`config.mk`:
```
export PLATFORM = sky130hd
export DESIGN_NAME = packet_header_classifier_filter
export DESIGN_NICKNAME = d
export VERILOG_FILES = /design/src/rtl/phcf_pkg.sv /design/src/rtl/phcf_front.sv /design/src/rtl/phcf_queue.sv /design/src/rtl/phcf_back.sv /design/src/rtl/packet_header_classifier_filter.sv
export SDC_FILE = /design/constraint.sdc
export NUM_CORES = 1
export LEC_CHECK = 0
export BUFFER_PORTS_ARGS = -buffer_cell sky130_fd_sc_hd__buf_4
export CORE_MARGIN = 2
export CORE_UTILIZATION = 60
export CTS_BUF_LIST = sky130_fd_sc_hd__clkbuf_4 sky130_fd_sc_hd__clkbuf_8
export CTS_CLUSTER_DIAMETER = 40
export DETAILED_ROUTE_END_ITERATION = 12
export PLACE_DENSITY = 0.79
export SLEW_MARGIN = 20
export SYNTH_ARGS = -nofsm -noshare
export SYNTH_HDL_FRONTEND = slang
export SYNTH_HIERARCHICAL = 1
export SYNTH_SLANG_ARGS = --single-unit
```
`constraint.sdc`:
```
create_clock -name clk -period 20.7 [get_ports clk]
set_clock_uncertainty 0.2 [all_clocks]
set_input_delay 4.14 -clock clk [delete_from_list [all_inputs] [get_ports clk]]
set_output_delay 4.14 -clock clk [all_outputs]
set_load 0.01 [all_outputs]
```
`src/rtl/phcf_pkg.sv`:
```
// Package for the packet header classifier and filter.
// Holds the shared constants, the frame summary type and the filter settings type.
// No dependencies.
package phcf_pkg;

  localparam logic [15:0] ETH_IPV4 = 16'h0800;
  localparam logic [15:0] ETH_ARP  = 16'h0806;

  localparam logic [7:0] IP_ICMP = 8'd1;
  localparam logic [7:0] IP_TCP  = 8'd6;
  localparam logic [7:0] IP_UDP  = 8'd17;

  localparam logic [15:0] PORT_HTTP = 16'd80;
  localparam logic [15:0] PORT_DNS  = 16'd53;

  localparam logic [2:0] CLS_UNKNOWN = 3'd0;
  localparam logic [2:0] CLS_TCP     = 3'd1;
  localparam logic [2:0] CLS_UDP     = 3'd2;
  localparam logic [2:0] CLS_ICMP    = 3'd3;
  localparam logic [2:0] CLS_ARP     = 3'd4;
  localparam logic [2:0] CLS_HTTP    = 3'd5;
  localparam logic [2:0] CLS_DNS     = 3'd6;

  localparam logic [1:0] MODE_NONE  = 2'd0;
  localparam logic [1:0] MODE_HOST  = 2'd1;
  localparam logic [1:0] MODE_PORT  = 2'd2;
  localparam logic [1:0] MODE_CLASS = 2'd3;

  localparam logic [1:0] CFG_MODE    = 2'd0;
  localparam logic [1:0] CFG_ADDRESS = 2'd1;
  localparam logic [1:0] CFG_PORT    = 2'd2;
  localparam logic [1:0] CFG_CLASS   = 2'd3;

  // Frame byte offsets
  localparam logic [15:0] POS_TYPE_HI = 16'd12;
  localparam logic [15:0] POS_TYPE_LO = 16'd13;
  localparam logic [15:0] POS_IHL     = 16'd14;
  localparam logic [15:0] POS_TTL     = 16'd22;
  localparam logic [15:0] POS_PROTO   = 16'd23;
  localparam logic [15:0] POS_SRC_LO  = 16'd26;
  localparam logic [15:0] POS_SRC_HI  = 16'd29;
  localparam logic [15:0] POS_DST_LO  = 16'd30;
  localparam logic [15:0] POS_DST_HI  = 16'd33;
  localparam logic [15:0] POS_MAX     = 16'hFFFF;

  localparam int QDEPTH = 4;
  localparam int QPTR_W = $clog2(QDEPTH);

  typedef struct packed {
    logic        is_ip;
    logic        has_ports;
    logic [2:0]  cls;
    logic [7:0]  proto;
    logic [7:0]  ttl;
    logic [31:0] ip_src;
    logic [31:0] ip_dst;
    logic [15:0] l4_sport;
    logic [15:0] l4_dport;
    logic [15:0] length;
  } hdr_t;

  typedef struct packed {
    logic [1:0]  mode;
    logic [31:0] address;
    logic [15:0] port;
    logic [2:0]  cls;
  } filt_cfg_t;

endpackage

```
`src/rtl/phcf_front.sv`:
```
// Front end: byte parser that captures header fields and classifies each frame.
// Emits one summary per IPv4 or ARP frame at its last byte. Uses phcf_pkg.
module phcf_front (
  input  logic              clk,
  input  logic              rst_n,
  input  logic              byte_vld,
  input  logic [7:0]        data_byte,
  input  logic              last_byte,
  output logic              hdr_push,
  output phcf_pkg::hdr_t    hdr_data
);

  logic [15:0] pos_r, pos_nxt;
  logic [15:0] type_r, type_nxt;
  logic [3:0]  hw_r, hw_nxt;
  logic [7:0]  proto_r, proto_nxt;
  logic [7:0]  ttl_r, ttl_nxt;
  logic [31:0] src_r, src_nxt;
  logic [31:0] dst_r, dst_nxt;
  logic [31:0] ports_r, ports_nxt;
  logic [15:0] l4_base;
  logic        is_ip, is_arp, has_ports;
  logic [15:0] sp, dp;

  always_comb begin
    type_nxt  = type_r;
    hw_nxt    = hw_r;
    ttl_nxt   = ttl_r;
    proto_nxt = proto_r;
    src_nxt   = src_r;
    dst_nxt   = dst_r;
    ports_nxt = ports_r;
    if (pos_r == phcf_pkg::POS_TYPE_HI || pos_r == phcf_pkg::POS_TYPE_LO) begin
      type_nxt = {type_r[7:0], data_byte};
    end
    if (pos_r == phcf_pkg::POS_IHL) begin
      hw_nxt = data_byte[3:0];
    end
    if (pos_r == phcf_pkg::POS_TTL) begin
      ttl_nxt = data_byte;
    end
    if (pos_r == phcf_pkg::POS_PROTO) begin
      proto_nxt = data_byte;
    end
    if (pos_r >= phcf_pkg::POS_SRC_LO && pos_r <= phcf_pkg::POS_SRC_HI) begin
      src_nxt = {src_r[23:0], data_byte};
    end
    if (pos_r >= phcf_pkg::POS_DST_LO && pos_r <= phcf_pkg::POS_DST_HI) begin
      dst_nxt = {dst_r[23:0], data_byte};
    end
    // layer-4 offset follows the IHL just taken, even on the IHL byte itself
    l4_base = phcf_pkg::POS_IHL + {10'd0, hw_nxt, 2'b00};
    if (pos_r >= l4_base && pos_r < l4_base + 16'd4) begin
      ports_nxt = {ports_r[23:0], data_byte};
    end
    pos_nxt = (pos_r == phcf_pkg::POS_MAX) ? pos_r : pos_r + 16'd1;
  end

  // classify the frame from the captures including this beat
  always_comb begin
    is_ip     = (type_nxt == phcf_pkg::ETH_IPV4);
    is_arp    = (type_nxt == phcf_pkg::ETH_ARP);
    has_ports = is_ip && (proto_nxt == phcf_pkg::IP_TCP || proto_nxt == phcf_pkg::IP_UDP);
    sp        = has_ports ? ports_nxt[31:16] : 16'd0;
    dp        = has_ports ? ports_nxt[15:0] : 16'd0;

    hdr_data.is_ip     = is_ip;
    hdr_data.has_ports = has_ports;
    hdr_data.proto     = is_ip ? proto_nxt : 8'd0;
    hdr_data.ttl       = is_ip ? ttl_nxt : 8'd0;
    hdr_data.ip_src    = is_ip ? src_nxt : 32'd0;
    hdr_data.ip_dst    = is_ip ? dst_nxt : 32'd0;
    hdr_data.l4_sport  = sp;
    hdr_data.l4_dport  = dp;
    hdr_data.length    = pos_nxt;

    if (!is_ip) begin
      hdr_data.cls = phcf_pkg::CLS_ARP;
    end else if (proto_nxt == phcf_pkg::IP_ICMP) begin
      hdr_data.cls = phcf_pkg::CLS_ICMP;
    end else if (proto_nxt == phcf_pkg::IP_TCP) begin
      hdr_data.cls = (sp == phcf_pkg::PORT_HTTP || dp == phcf_pkg::PORT_HTTP) ?
                     phcf_pkg::CLS_HTTP : phcf_pkg::CLS_TCP;
    end else if (proto_nxt == phcf_pkg::IP_UDP) begin
      hdr_data.cls = (sp == phcf_pkg::PORT_DNS || dp == phcf_pkg::PORT_DNS) ?
                     phcf_pkg::CLS_DNS : phcf_pkg::CLS_UDP;
    end else begin
      hdr_data.cls = phcf_pkg::CLS_UNKNOWN;
    end

    // drop frames that are neither IPv4 nor ARP
    hdr_push = byte_vld && last_byte && (is_ip || is_arp);
  end

  always_ff @(posedge clk) begin
    if (!rst_n) begin
      pos_r   <= '0;
      type_r  <= '0;
      hw_r    <= '0;
      proto_r <= '0;
      ttl_r   <= '0;
      src_r   <= '0;
      dst_r   <= '0;
      ports_r <= '0;
    end else if (byte_vld) begin
      if (last_byte) begin
        pos_r   <= '0;
        type_r  <= '0;
        hw_r    <= '0;
        proto_r <= '0;
        ttl_r   <= '0;
        src_r   <= '0;
        dst_r   <= '0;
        ports_r <= '0;
      end else begin
        pos_r   <= pos_nxt;
        type_r  <= type_nxt;
        hw_r    <= hw_nxt;
        proto_r <= proto_nxt;
        ttl_r   <= ttl_nxt;
        src_r   <= src_nxt;
        dst_r   <= dst_nxt;
        ports_r <= ports_nxt;
      end
    end
  end

endmodule

```
`src/rtl/phcf_queue.sv`:
```
// Short queue of frame summaries between the parser and the filter stage.
// Uses phcf_pkg for the summary type and depth.
module phcf_queue (
  input  logic              clk,
  input  logic              rst_n,
  input  logic              push,
  input  phcf_pkg::hdr_t    push_data,
  output logic              full,
  input  logic              pop,
  output phcf_pkg::hdr_t    head,
  output logic              empty
);

  phcf_pkg::hdr_t                 entry_r [phcf_pkg::QDEPTH];
  logic [phcf_pkg::QPTR_W-1:0]    wr_ptr_r, rd_ptr_r;
  logic [phcf_pkg::QPTR_W:0]      count_r, count_nxt;
  logic                           do_push, do_pop;

  assign full    = (count_r == (phcf_pkg::QPTR_W + 1)'(phcf_pkg::QDEPTH));
  assign empty   = (count_r == '0);
  assign head    = entry_r[rd_ptr_r];
  assign do_push = push && !full;
  assign do_pop  = pop && !empty;

  always_comb begin
    count_nxt = count_r;
    if (do_push && !do_pop) begin
      count_nxt = count_r + 1'b1;
    end else if (do_pop && !do_push) begin
      count_nxt = count_r - 1'b1;
    end
  end

  always_ff @(posedge clk) begin
    if (!rst_n) begin
      wr_ptr_r <= '0;
      rd_ptr_r <= '0;
      count_r  <= '0;
    end else begin
      count_r <= count_nxt;
      if (do_push) begin
        wr_ptr_r <= wr_ptr_r + 1'b1;
      end
      if (do_pop) begin
        rd_ptr_r <= rd_ptr_r + 1'b1;
      end
    end
  end

  always_ff @(posedge clk) begin
    if (do_push) begin
      entry_r[wr_ptr_r] <= push_data;
    end
  end

endmodule

```
`src/rtl/phcf_back.sv`:
```
// Back end: applies the filter to each summary, numbers accepted frames and
// holds the result register that the output side drains. Uses phcf_pkg.
module phcf_back (
  input  logic                 clk,
  input  logic                 rst_n,
  input  phcf_pkg::filt_cfg_t  cfg,
  input  logic                 q_empty,
  input  phcf_pkg::hdr_t       q_head,
  output logic                 q_pop,
  output logic                 out_empty,
  input  logic                 out_pop,
  output logic [31:0]          out_packet_number,
  output logic [2:0]           out_protocol_class,
  output logic [15:0]          out_ether_type,
  output logic [7:0]           out_ip_protocol,
  output logic [7:0]           out_time_to_live,
  output logic [31:0]          out_source_address,
  output logic [31:0]          out_dest_address,
  output logic [15:0]          out_source_port,
  output logic [15:0]          out_destination_port,
  output logic [15:0]          out_frame_length
);

  logic           out_vld_r;
  logic [31:0]    count_r;
  logic [31:0]    num_r;
  phcf_pkg::hdr_t res_r;
  logic           match, slot_free, load;

  always_comb begin
    unique case (cfg.mode)
      phcf_pkg::MODE_HOST: begin
        match = q_head.is_ip &&
                (q_head.ip_src == cfg.address || q_head.ip_dst == cfg.address);
      end
      phcf_pkg::MODE_PORT: begin
        match = q_head.has_ports &&
                (q_head.l4_sport == cfg.port || q_head.l4_dport == cfg.port);
      end
      phcf_pkg::MODE_CLASS: begin
        match = (q_head.cls == cfg.cls);
      end
      default: begin
        match = 1'b1;
      end
    endcase
  end

  // rejected beats drain at once; accepted ones wait for the result slot
  assign slot_free = !out_vld_r || out_pop;
  assign load      = !q_empty && match && slot_free;
  assign q_pop     = !q_empty && (!match || slot_free);

  always_ff @(posedge clk) begin
    if (!rst_n) begin
      out_vld_r <= 1'b0;
      count_r   <= '0;
    end else begin
      if (load) begin
        out_vld_r <= 1'b1;
        count_r   <= count_r + 32'd1;
      end else if (out_pop) begin
        out_vld_r <= 1'b0;
      end
    end
  end

  always_ff @(posedge clk) begin
    if (load) begin
      res_r <= q_head;
      num_r <= count_r + 32'd1;
    end
  end

  assign out_empty            = !out_vld_r;
  assign out_packet_number    = num_r;
  assign out_protocol_class   = res_r.cls;
  assign out_ether_type       = res_r.is_ip ? phcf_pkg::ETH_IPV4 : phcf_pkg::ETH_ARP;
  assign out_ip_protocol      = res_r.proto;
  assign out_time_to_live     = res_r.ttl;
  assign out_source_address   = res_r.ip_src;
  assign out_dest_address     = res_r.ip_dst;
  assign out_source_port      = res_r.l4_sport;
  assign out_destination_port = res_r.l4_dport;
  assign out_frame_length     = res_r.length;

endmodule

```
`src/rtl/packet_header_classifier_filter.sv`:
```
// Ethernet/IPv4/TCP-UDP header classifier and filter. Frame bytes enter one per
// cycle through push/full; each IPv4 or ARP frame that passes the filter leaves
// one result on the pop/empty side, written first to the summary queue and then
// to the result register once that is free. The parser takes one byte every
// cycle; a byte is held off only while the four-entry summary queue between
// parser and filter is full, which happens when results are not popped. The
// filter stage takes one summary per cycle unless a match waits for the result register.
module packet_header_classifier_filter (
  input  logic        clk,
  input  logic        rst_n,
  input  logic        in_push,
  output logic        in_full,
  input  logic [7:0]  in_data_byte,
  input  logic        in_last_byte,
  output logic        out_empty,
  input  logic        out_pop,
  output logic [31:0] out_packet_number,
  output logic [2:0]  out_protocol_class,
  output logic [15:0] out_ether_type,
  output logic [7:0]  out_ip_protocol,
  output logic [7:0]  out_time_to_live,
  output logic [31:0] out_source_address,
  output logic [31:0] out_dest_address,
  output logic [15:0] out_source_port,
  output logic [15:0] out_destination_port,
  output logic [15:0] out_frame_length,
  input  logic        cfg_we,
  input  logic [1:0]  cfg_index,
  input  logic [31:0] cfg_data
);

  phcf_pkg::filt_cfg_t cfg_r;
  phcf_pkg::hdr_t      hdr_data, q_head;
  logic                hdr_push, q_full, q_empty, q_pop, byte_vld;

  always_ff @(posedge clk) begin
    if (!rst_n) begin
      cfg_r <= '0;
    end else if (cfg_we) begin
      unique case (cfg_index)
        phcf_pkg::CFG_MODE:    cfg_r.mode    <= cfg_data[1:0];
        phcf_pkg::CFG_ADDRESS: cfg_r.address <= cfg_data;
        phcf_pkg::CFG_PORT:    cfg_r.port    <= cfg_data[15:0];
        phcf_pkg::CFG_CLASS:   cfg_r.cls     <= cfg_data[2:0];
        default: ;
      endcase
    end
  end

  assign in_full  = q_full;
  assign byte_vld = in_push && !q_full;

  phcf_front u_front (
    .clk       (clk),
    .rst_n     (rst_n),
    .byte_vld  (byte_vld),
    .data_byte (in_data_byte),
    .last_byte (in_last_byte),
    .hdr_push  (hdr_push),
    .hdr_data  (hdr_data)
  );

  phcf_queue u_queue (
    .clk       (clk),
    .rst_n     (rst_n),
    .push      (hdr_push),
    .push_data (hdr_data),
    .full      (q_full),
    .pop       (q_pop),
    .head      (q_head),
    .empty     (q_empty)
  );

  phcf_back u_back (
    .clk                  (clk),
    .rst_n                (rst_n),
    .cfg                  (cfg_r),
    .q_empty              (q_empty),
    .q_head               (q_head),
    .q_pop                (q_pop),
    .out_empty            (out_empty),
    .out_pop              (out_pop),
    .out_packet_number    (out_packet_number),
    .out_protocol_class   (out_protocol_class),
    .out_ether_type       (out_ether_type),
    .out_ip_protocol      (out_ip_protocol),
    .out_time_to_live     (out_time_to_live),
    .out_source_address   (out_source_address),
    .out_dest_address     (out_dest_address),
    .out_source_port      (out_source_port),
    .out_destination_port (out_destination_port),
    .out_frame_length     (out_frame_length)
  );

endmodule

```
==> results.md, run 1 <==
* Status: finished clean
* Max Clk Rate at between 0.1 and 0.15 GHz
* Global-route wire length before repair at around 140 mm
* Post-synth top cells: 696 x edfxtp_1, 243 x dfxtp_1, 240 x nand2_1, 152 x buf_4, 141 x mux2i_1
* Post-synth EDFFs at approximately 700
* Min cycle time layout at between 8 and 9 ns
* Async SR Flop Fraction at 0%
* Root Buffer: clkbuf_8
* Vias/cell at slightly above 6
* IR drop worst, VDD at 0.0000524 V
* Synth top area cells: edfxtp_1 52%, dfxtp_1 12%, mux4_2 7.5%
* HP Class: flop to flop
* CTS tree: built
* Psw at 784 uW
* Final Max Tran Viols at 0
* CP arrival at around 8.6 ns
* Clock power share at around 45%
* Initial antenna violation count at 1
* Cts hold-fix bufs at 0
* Cell taking the most area after synthesis: edfxtp_1
* Share of layout cells above drive strength 1 at roughly a quarter
* Rows at 94
* Syn Area/Cell at 14.5 sq um
* Register area at 0.0258 sq mm
* Max-cap violation count at 0
* Die height at 262 um
* Critical Path RT at approximately 21 ns
* DP Area at between 0.04 and 0.05 sq mm
* TNS Setup at 0 ns
* Post-CTS setup buffers at 0
* Crit Path Class: primary input to flop
* H-tree depth at 4
* GRT Residual Overflow at 0
* Internal power component at around 3000 uW
* Post-synth top flop: edfxtp_1
* Nets at just under 3,000
* Die Wd at ~260 um
* Fin crit share at around two fifths
* Fin cells at 3,847
* Leakage at 0.0138 uW
* Area Growth Syn to Fin at 11.0%
* Startpoint types: primary input
* Worst setup EP type: flop
* Ant diodes at 0
* HPWL after DPL at 57.9 mm
* Largest net degree at the start of global routing at around 120
* Synth Instances at around 2,800
* Ys Warns at 6
* Cts repair resizes at 0
* Worst hold slack at 0.287 ns
* Pre-antenna DRT Iters at 6
* Most common cell in the netlist: edfxtp_1
* Sink Count at 939
* Aggregate routed wire length at 90.4 mm
* Sequential-to-total area share from yosys stat at around two thirds
* Count of final hold-check violations at 0
* Netlist cell types at 89
* Initial DRC Count at ~2,500
* Die Area at approximately 0.068 sq mm
* Switching portion of total power at 20.9%
* Clk slew on worst S/H paths at approximately 0.07 ns
* Routed vias at 23,500
* Number of global-route vias before repair at between 20,000 and 25,000
* # DRC at 0
* Cells after DPL at ~3,600
* Yosys top cell area share at 52.5%
* Combinational group share of total power at about 1.6%
* Clk buf depth at 3
* Max_slew headroom at between 20% and 30%
* Multi-input combinational cell area at around 0.012 sq mm
* Port bufs at about 210
* Wire length per cell at 23.5 um
* Worst Max-Slew Pin Slew at approximately 1.1 ns
* Cell Pwr Density at around 85 mW/mm^2
* Cell area after synthesis at roughly 0.04 sq mm
* Total track usage at 26.4%
* TritonCTS Buffers at around 150
* Seq pwr share at a little over half
* Post-route cell area at ~0.044 sq mm
* I/O pin cnt at 229
* Clock Latency Late Sink at about 0.80 ns
* Core Box Area at 0.0657 sq mm
* RD Place Congestion at about 0.86
* RSZ-0062 raised after global routing: false
* Setup violators final at 0
* Register bit total from synthesis at between 900 and 1,000
* Fill cells at 4,346
* Max FO, Critical Path at between 50 and 60
* Initial Util at 60.6%
* Post-DRT Antenna Nets at 0
==> worst max-delay path, stage by stage <==
cell and delay [ns]:
buf_4 0.19, nor4_1 0.59, nand4bb_1 0.22, nor4_2 0.40, a31oi_1 0.19, nor3_1 0.17, nor2b_1 0.49, and2_4 0.68
buf_4 0.78, buf_4 0.67
==> path summary, 6_finish.rpt <==
kind	slack (ns)	from	cells after the start	end
min reg2reg	0.29	cfg_r[2]$_SDFFE_PN0P_	2	cfg_r[2]$_SDFFE_PN0P_
max	12.31	in_data_byte[7]	10	u_queue/entry_r[0][88]$_DFFE_PP_
max reg2reg	13.61	flop	18	u_queue/count_r[2]$_SDFFE_PN0P_
min	0.29	cfg_r[2]$_SDFFE_PN0P_	2	cfg_r[2]$_SDFFE_PN0P_
==> registers in the layout, indices dropped and copies added, names as in the netlist, 3 cells and up, named ones only <==
| signal | count |
|---|---|
| u_back/out_packet_number | 32 |
| u_queue/entry_r | 532 |
| u_back/out_dest_address | 32 |
| u_front/ttl_r | 8 |
| u_back/out_protocol_class | 3 |
| u_front/hw_r | 4 |
| u_queue/count_r | 3 |
| u_back/out_ip_protocol | 8 |
| cfg_r | 53 |
| u_back/out_frame_length | 16 |
| u_front/dst_r | 32 |
| u_back/out_time_to_live | 8 |
| u_front/proto_r | 8 |
| u_front/ports_r | 32 |
| u_front/src_r | 32 |
| u_back/out_destination_port | 16 |
| u_front/type_r | 16 |
| u_front/pos_r | 16 |
| u_back/out_source_port | 16 |
| u_back/out_source_address | 32 |
| u_back/count_r | 32 |
==> layout by cell type (no fill, tap or decap), types with 31 or more instances in the layout <==
| cell | instances |
|---|---|
| xnor2_1 | 34 |
| clkinv_2 | 31 |
| a22oi_1 | 99 |
| mux4_2 | 133 |
| dfxtp_1 | 241 |
| mux2i_1 | 141 |
| edfxtp_1 | 696 |
| nor2_1 | 110 |
| nor2b_1 | 110 |
| clkbuf_4 | 38 |
| o21ai_0 | 43 |
| a21oi_1 | 78 |
| nand2_1 | 240 |
| buf_4 | 241 |
| clkbuf_8 | 172 |
| xor2_1 | 113 |
==> through the flow <==
step	util, %	power (uW)	setup WS, ns
floorplan	-	2080	8.01
global placement	62.1	2100	11.68
detailed placement	62.1	2100	11.55
CTS	67.1	3770	12.39
global route	67.2	3860	12.01
finish	67.2	3750	12.31
==> metal layers <==
layer  global-route usage [%]  vias to the layer above  routed length [um]
met1                     36.8                    11800               36500
met2                     42.1                     1160               43800
met3                     5.40                      164                7750
met5                        0                        -                  13
met4                     8.93                        2                2280
li1                         -                    10400                   -
==> kinds of logic after synthesis <==
family                     count (synthesis)  share of synthesized area (%)
other                                      3                         0.0283
AOI/OAI and AO/OA                        337                           5.71
muxes                                    276                           11.1
buffers and inverters                    334                           5.28
and+or+nand+nor                          691                           9.16
xor gates and xnor gates                 147                           3.23
DFF                                      939                           64.7
adders and majority gates                 25                          0.804
==> area by class of cell <==
class                      count  share of cell area [%]
sequential                   939                    58.3
multi-input combinational   1491                    27.3
clock buffer                 210                    6.00
timing repair buffer         245                    4.27
tap                          864                    2.45
clock inverter                73                    1.43
inverter                      25                   0.212
==> power groups by stage <==
stage	Sequential, uW	Clock, uW	Combinational, uW
floorplan	2040	0	39.0
global placement	2040	0	55.9
detailed placement	2040	0	57.4
global route	2000	1790	61.9
finish	2000	1680	58.2
CTS	2000	1710	57.6
(Power assumes the default switching activity.)
==> run 2: changes to the inputs <==
==> constraint.sdc (replaced) <==
create_clock -name clk -period 8.47 [get_ports clk]
set_clock_uncertainty 0.2 [all_clocks]
set_input_delay 1.694 -clock clk [delete_from_list [all_inputs] [get_ports clk]]
set_output_delay 1.694 -clock clk [all_outputs]
set_load 0.01 [all_outputs]
==> run 2 against run 1 <==
Net effect:
- via count is 0.14% higher
- total power is 140% higher
- largest power group unchanged
- first-iteration DRC count is 3.1% higher
- sequential cell count stayed put
- critical path depth is 5 higher
- register-to-register slack worse by 11 ns
- global-route usage is 0.060 points higher
- critical endpoint is now u_queue/entry_r[0][130]$_DFFE_PP_
- sequential power is 150% higher
- sequential share of layout area hardly changed
- wire length is 0.12% lower
==> results.md, run 2 (synthesis gave the netlist of run 1 again) <==
* Status: finished clean
* Routed vias at 23,500
* Post-CTS setup buffers at 0
* Clk slew on worst S/H paths at approximately 0.070 ns
* Initial DRC Count at ~2,600
* Number of global-route vias before repair at around 23,000
* CP arrival at between 6 and 7 ns
* Wire length per cell at 23.5 um
* Leakage at around 0.015 uW
* Pre-antenna DRT Iters at 6
* Die height at between 200 and 300 um
* Count of final hold-check violations at 0
* Final Max Tran Viols at 0
* Reg-to-reg endpoint: u_queue/entry_r[0][130]$_DFFE_PP_
* Commonest non-fill, non-tap cell in the layout: edfxtp_1
* Max FO, Critical Path at 19
* HP Class: flop to flop
* Max-cap violation count at 0
* CP endpoint: u_queue/entry_r[0][130]$_DFFE_PP_
* Setup violators final at 0
* Critical R2R Launch: u_front/pos_r[1]$_SDFFE_PN0P_
* Max_slew headroom at roughly a quarter
* Root Buffer: clkbuf_8
* Global-route wire length before repair at 136 mm
* RD Place Congestion at approximately 0.86
* Worst Max-Slew Pin Slew at 1.15 ns
* Crit Path Class: flop to flop
* Critical Path RT at around 8.8 ns
* Crit path launch: u_front/pos_r[1]$_SDFFE_PN0P_
* Total track usage at between 20% and 30%
* Fin crit share at ~70%
* Cell Pwr Density at approximately 210 mW/mm^2
* TritonCTS Buffers at approximately 150
* Worst path slowest cell: nor2_2
* Rows at 94
* Worst R2R Setup Slack at 2.56 ns
* CP cell instances: ha_1, and4b_1, and4_1, mux2i_1, ha_1, or4_1, o221ai_1, xor2_1, ha_1, a211oi_1, a21oi_1, nor2_2, buf_4, mux2i_1, o311ai_2
* Ant diodes at 0
* Reg2Reg Depth at 15
* HPWL after DPL at roughly 57 mm
* Clk buf depth at 3
* Share of layout cells above drive strength 1 at a little under a quarter
* Clock Latency Late Sink at 0.80 ns
* Area Growth Syn to Fin at 10.9%
* Commonest non-fill, non-tap cells in the layout: 696 x edfxtp_1, 241 x dfxtp_1, 240 x nand2_1
* Vias/cell at 6.13
* Die Wd at 262 um
* Max Clk Rate at approximately 0.17 GHz
* Core Box Area at between 0.06 and 0.07 sq mm
* Reg with most FFs: u_queue/entry_r
* Max incr delay on CP at about 0.77 ns
* H-tree depth at 4
* CTS tree: built
* Port bufs at approximately 210
* Initial antenna violation count at 0
* RSZ-0062 raised after global routing: false
* # DRC at 0
* Aggregate routed wire length at between 90 and 100 mm
* IR drop worst, VDD at between 0.00015 and 0.0002 V
* Most numerous cell on the critical path: ha_1
* Post-DRT Antenna Nets at 0
* Largest net degree at the start of global routing at 170
* Die Area at a little under 0.07 sq mm
* Top Registers: u_queue/entry_r (532), cfg_r (53)
* TNS Setup at 0 ns
* Worst setup EP type: flop
* Nets at 2,924
* Min cycle time layout at roughly 5.9 ns
* GRT Residual Overflow at 0
* Sink Count at about 940
* Post-route cell area at 0.0442 sq mm
* I/O pin cnt at around 230
* Fill cells at 4,458
* Max FFs per register at ~530
* DP Area at between 0.04 and 0.05 sq mm
* Startpoint types: flop
* Cts repair resizes at 0
* Initial Util at between 60% and 70%
* Cts hold-fix bufs at 0
## run 2: changes by cell type in the layout (fill, tap and decap cells not counted), sizes merged
cell	delta
bufinv	-2
inv	-6
clkbuf	+19
buf	-3
clkinv	-15
## run 2: how the worst min path moves through the flow
stage	start	to	slack, ns	cells past startpoint
floorplan	cfg_r[0]$_SDFFE_PN0P_	cfg_r[0]$_SDFFE_PN0P_	0.25	2
global placement	cfg_r[0]$_SDFFE_PN0P_	cfg_r[0]$_SDFFE_PN0P_	0.26	2
detailed placement	cfg_r[0]$_SDFFE_PN0P_	cfg_r[0]$_SDFFE_PN0P_	0.27	2
CTS	cfg_r[0]$_SDFFE_PN0P_	cfg_r[0]$_SDFFE_PN0P_	0.29	2
global route	cfg_r[1]$_SDFFE_PN0P_	cfg_r[1]$_SDFFE_PN0P_	0.31	2
finish	cfg_r[1]$_SDFFE_PN0P_	cfg_r[1]$_SDFFE_PN0P_	0.29	2
## run 2: cell type report
cell class	instances	area (sq um)	share of cell area (%)
flip-flops and latches	939	25800	58.3
multi-input cells	1491	12100	27.4
clock buffers	229	2800	6.34
repair buffers	242	1920	4.35
well taps	864	1080	2.45
clock inverters	50	424	0.960
inverters	25	93.8	0.212
## run 2: worst max-delay path, delay by kind of cell (launching register included)
family                     cells  cell delay, ns
adders and majority gates      3            0.94
DFF                            1            0.54
buffers and inverters          1            0.37
and+or+nand+nor                4            1.87
muxes                          2            0.80
xor gates and xnor gates       1            0.18
AOI/OAI and AO/OA              4            0.73
## run 2: layer usage
layer  track usage (%)  wire length, um  vias to the layer above
li1                  -                -                    10400
met1              36.8            36400                    11800
met2              42.8            44600                     1143
met3              5.27             7380                      152
met4              8.21             1870                        0
met5                 0                0                        -
## run 2: power breakdown
part | total, uW | switching (uW) | internal [uW]
clock | 4050 | 1750 | 2310
combinational | 158 | 103 | 54.7
sequential | 4900 | 15.0 | 4880
total | 9110 | 1870 | 7240
## run 2: stage by stage
| stage | hold slack (ns) | cells | setup slack, ns | utilization, % | power [uW] |
|---|---|---|---|---|---|
| floorplan | 0.250 | 2764 | 0.989 | - | 5090 |
| global placement | 0.263 | 3561 | 2.13 | 62.3 | 5150 |
| detailed placement | 0.271 | 3561 | 2.11 | 62.3 | 5150 |
| CTS | 0.287 | 3840 | 2.62 | 67.2 | 9170 |
| global route | 0.311 | 3840 | 2.14 | 67.2 | 9400 |
| finish | 0.288 | 3840 | 2.56 | 67.2 | 9110 |
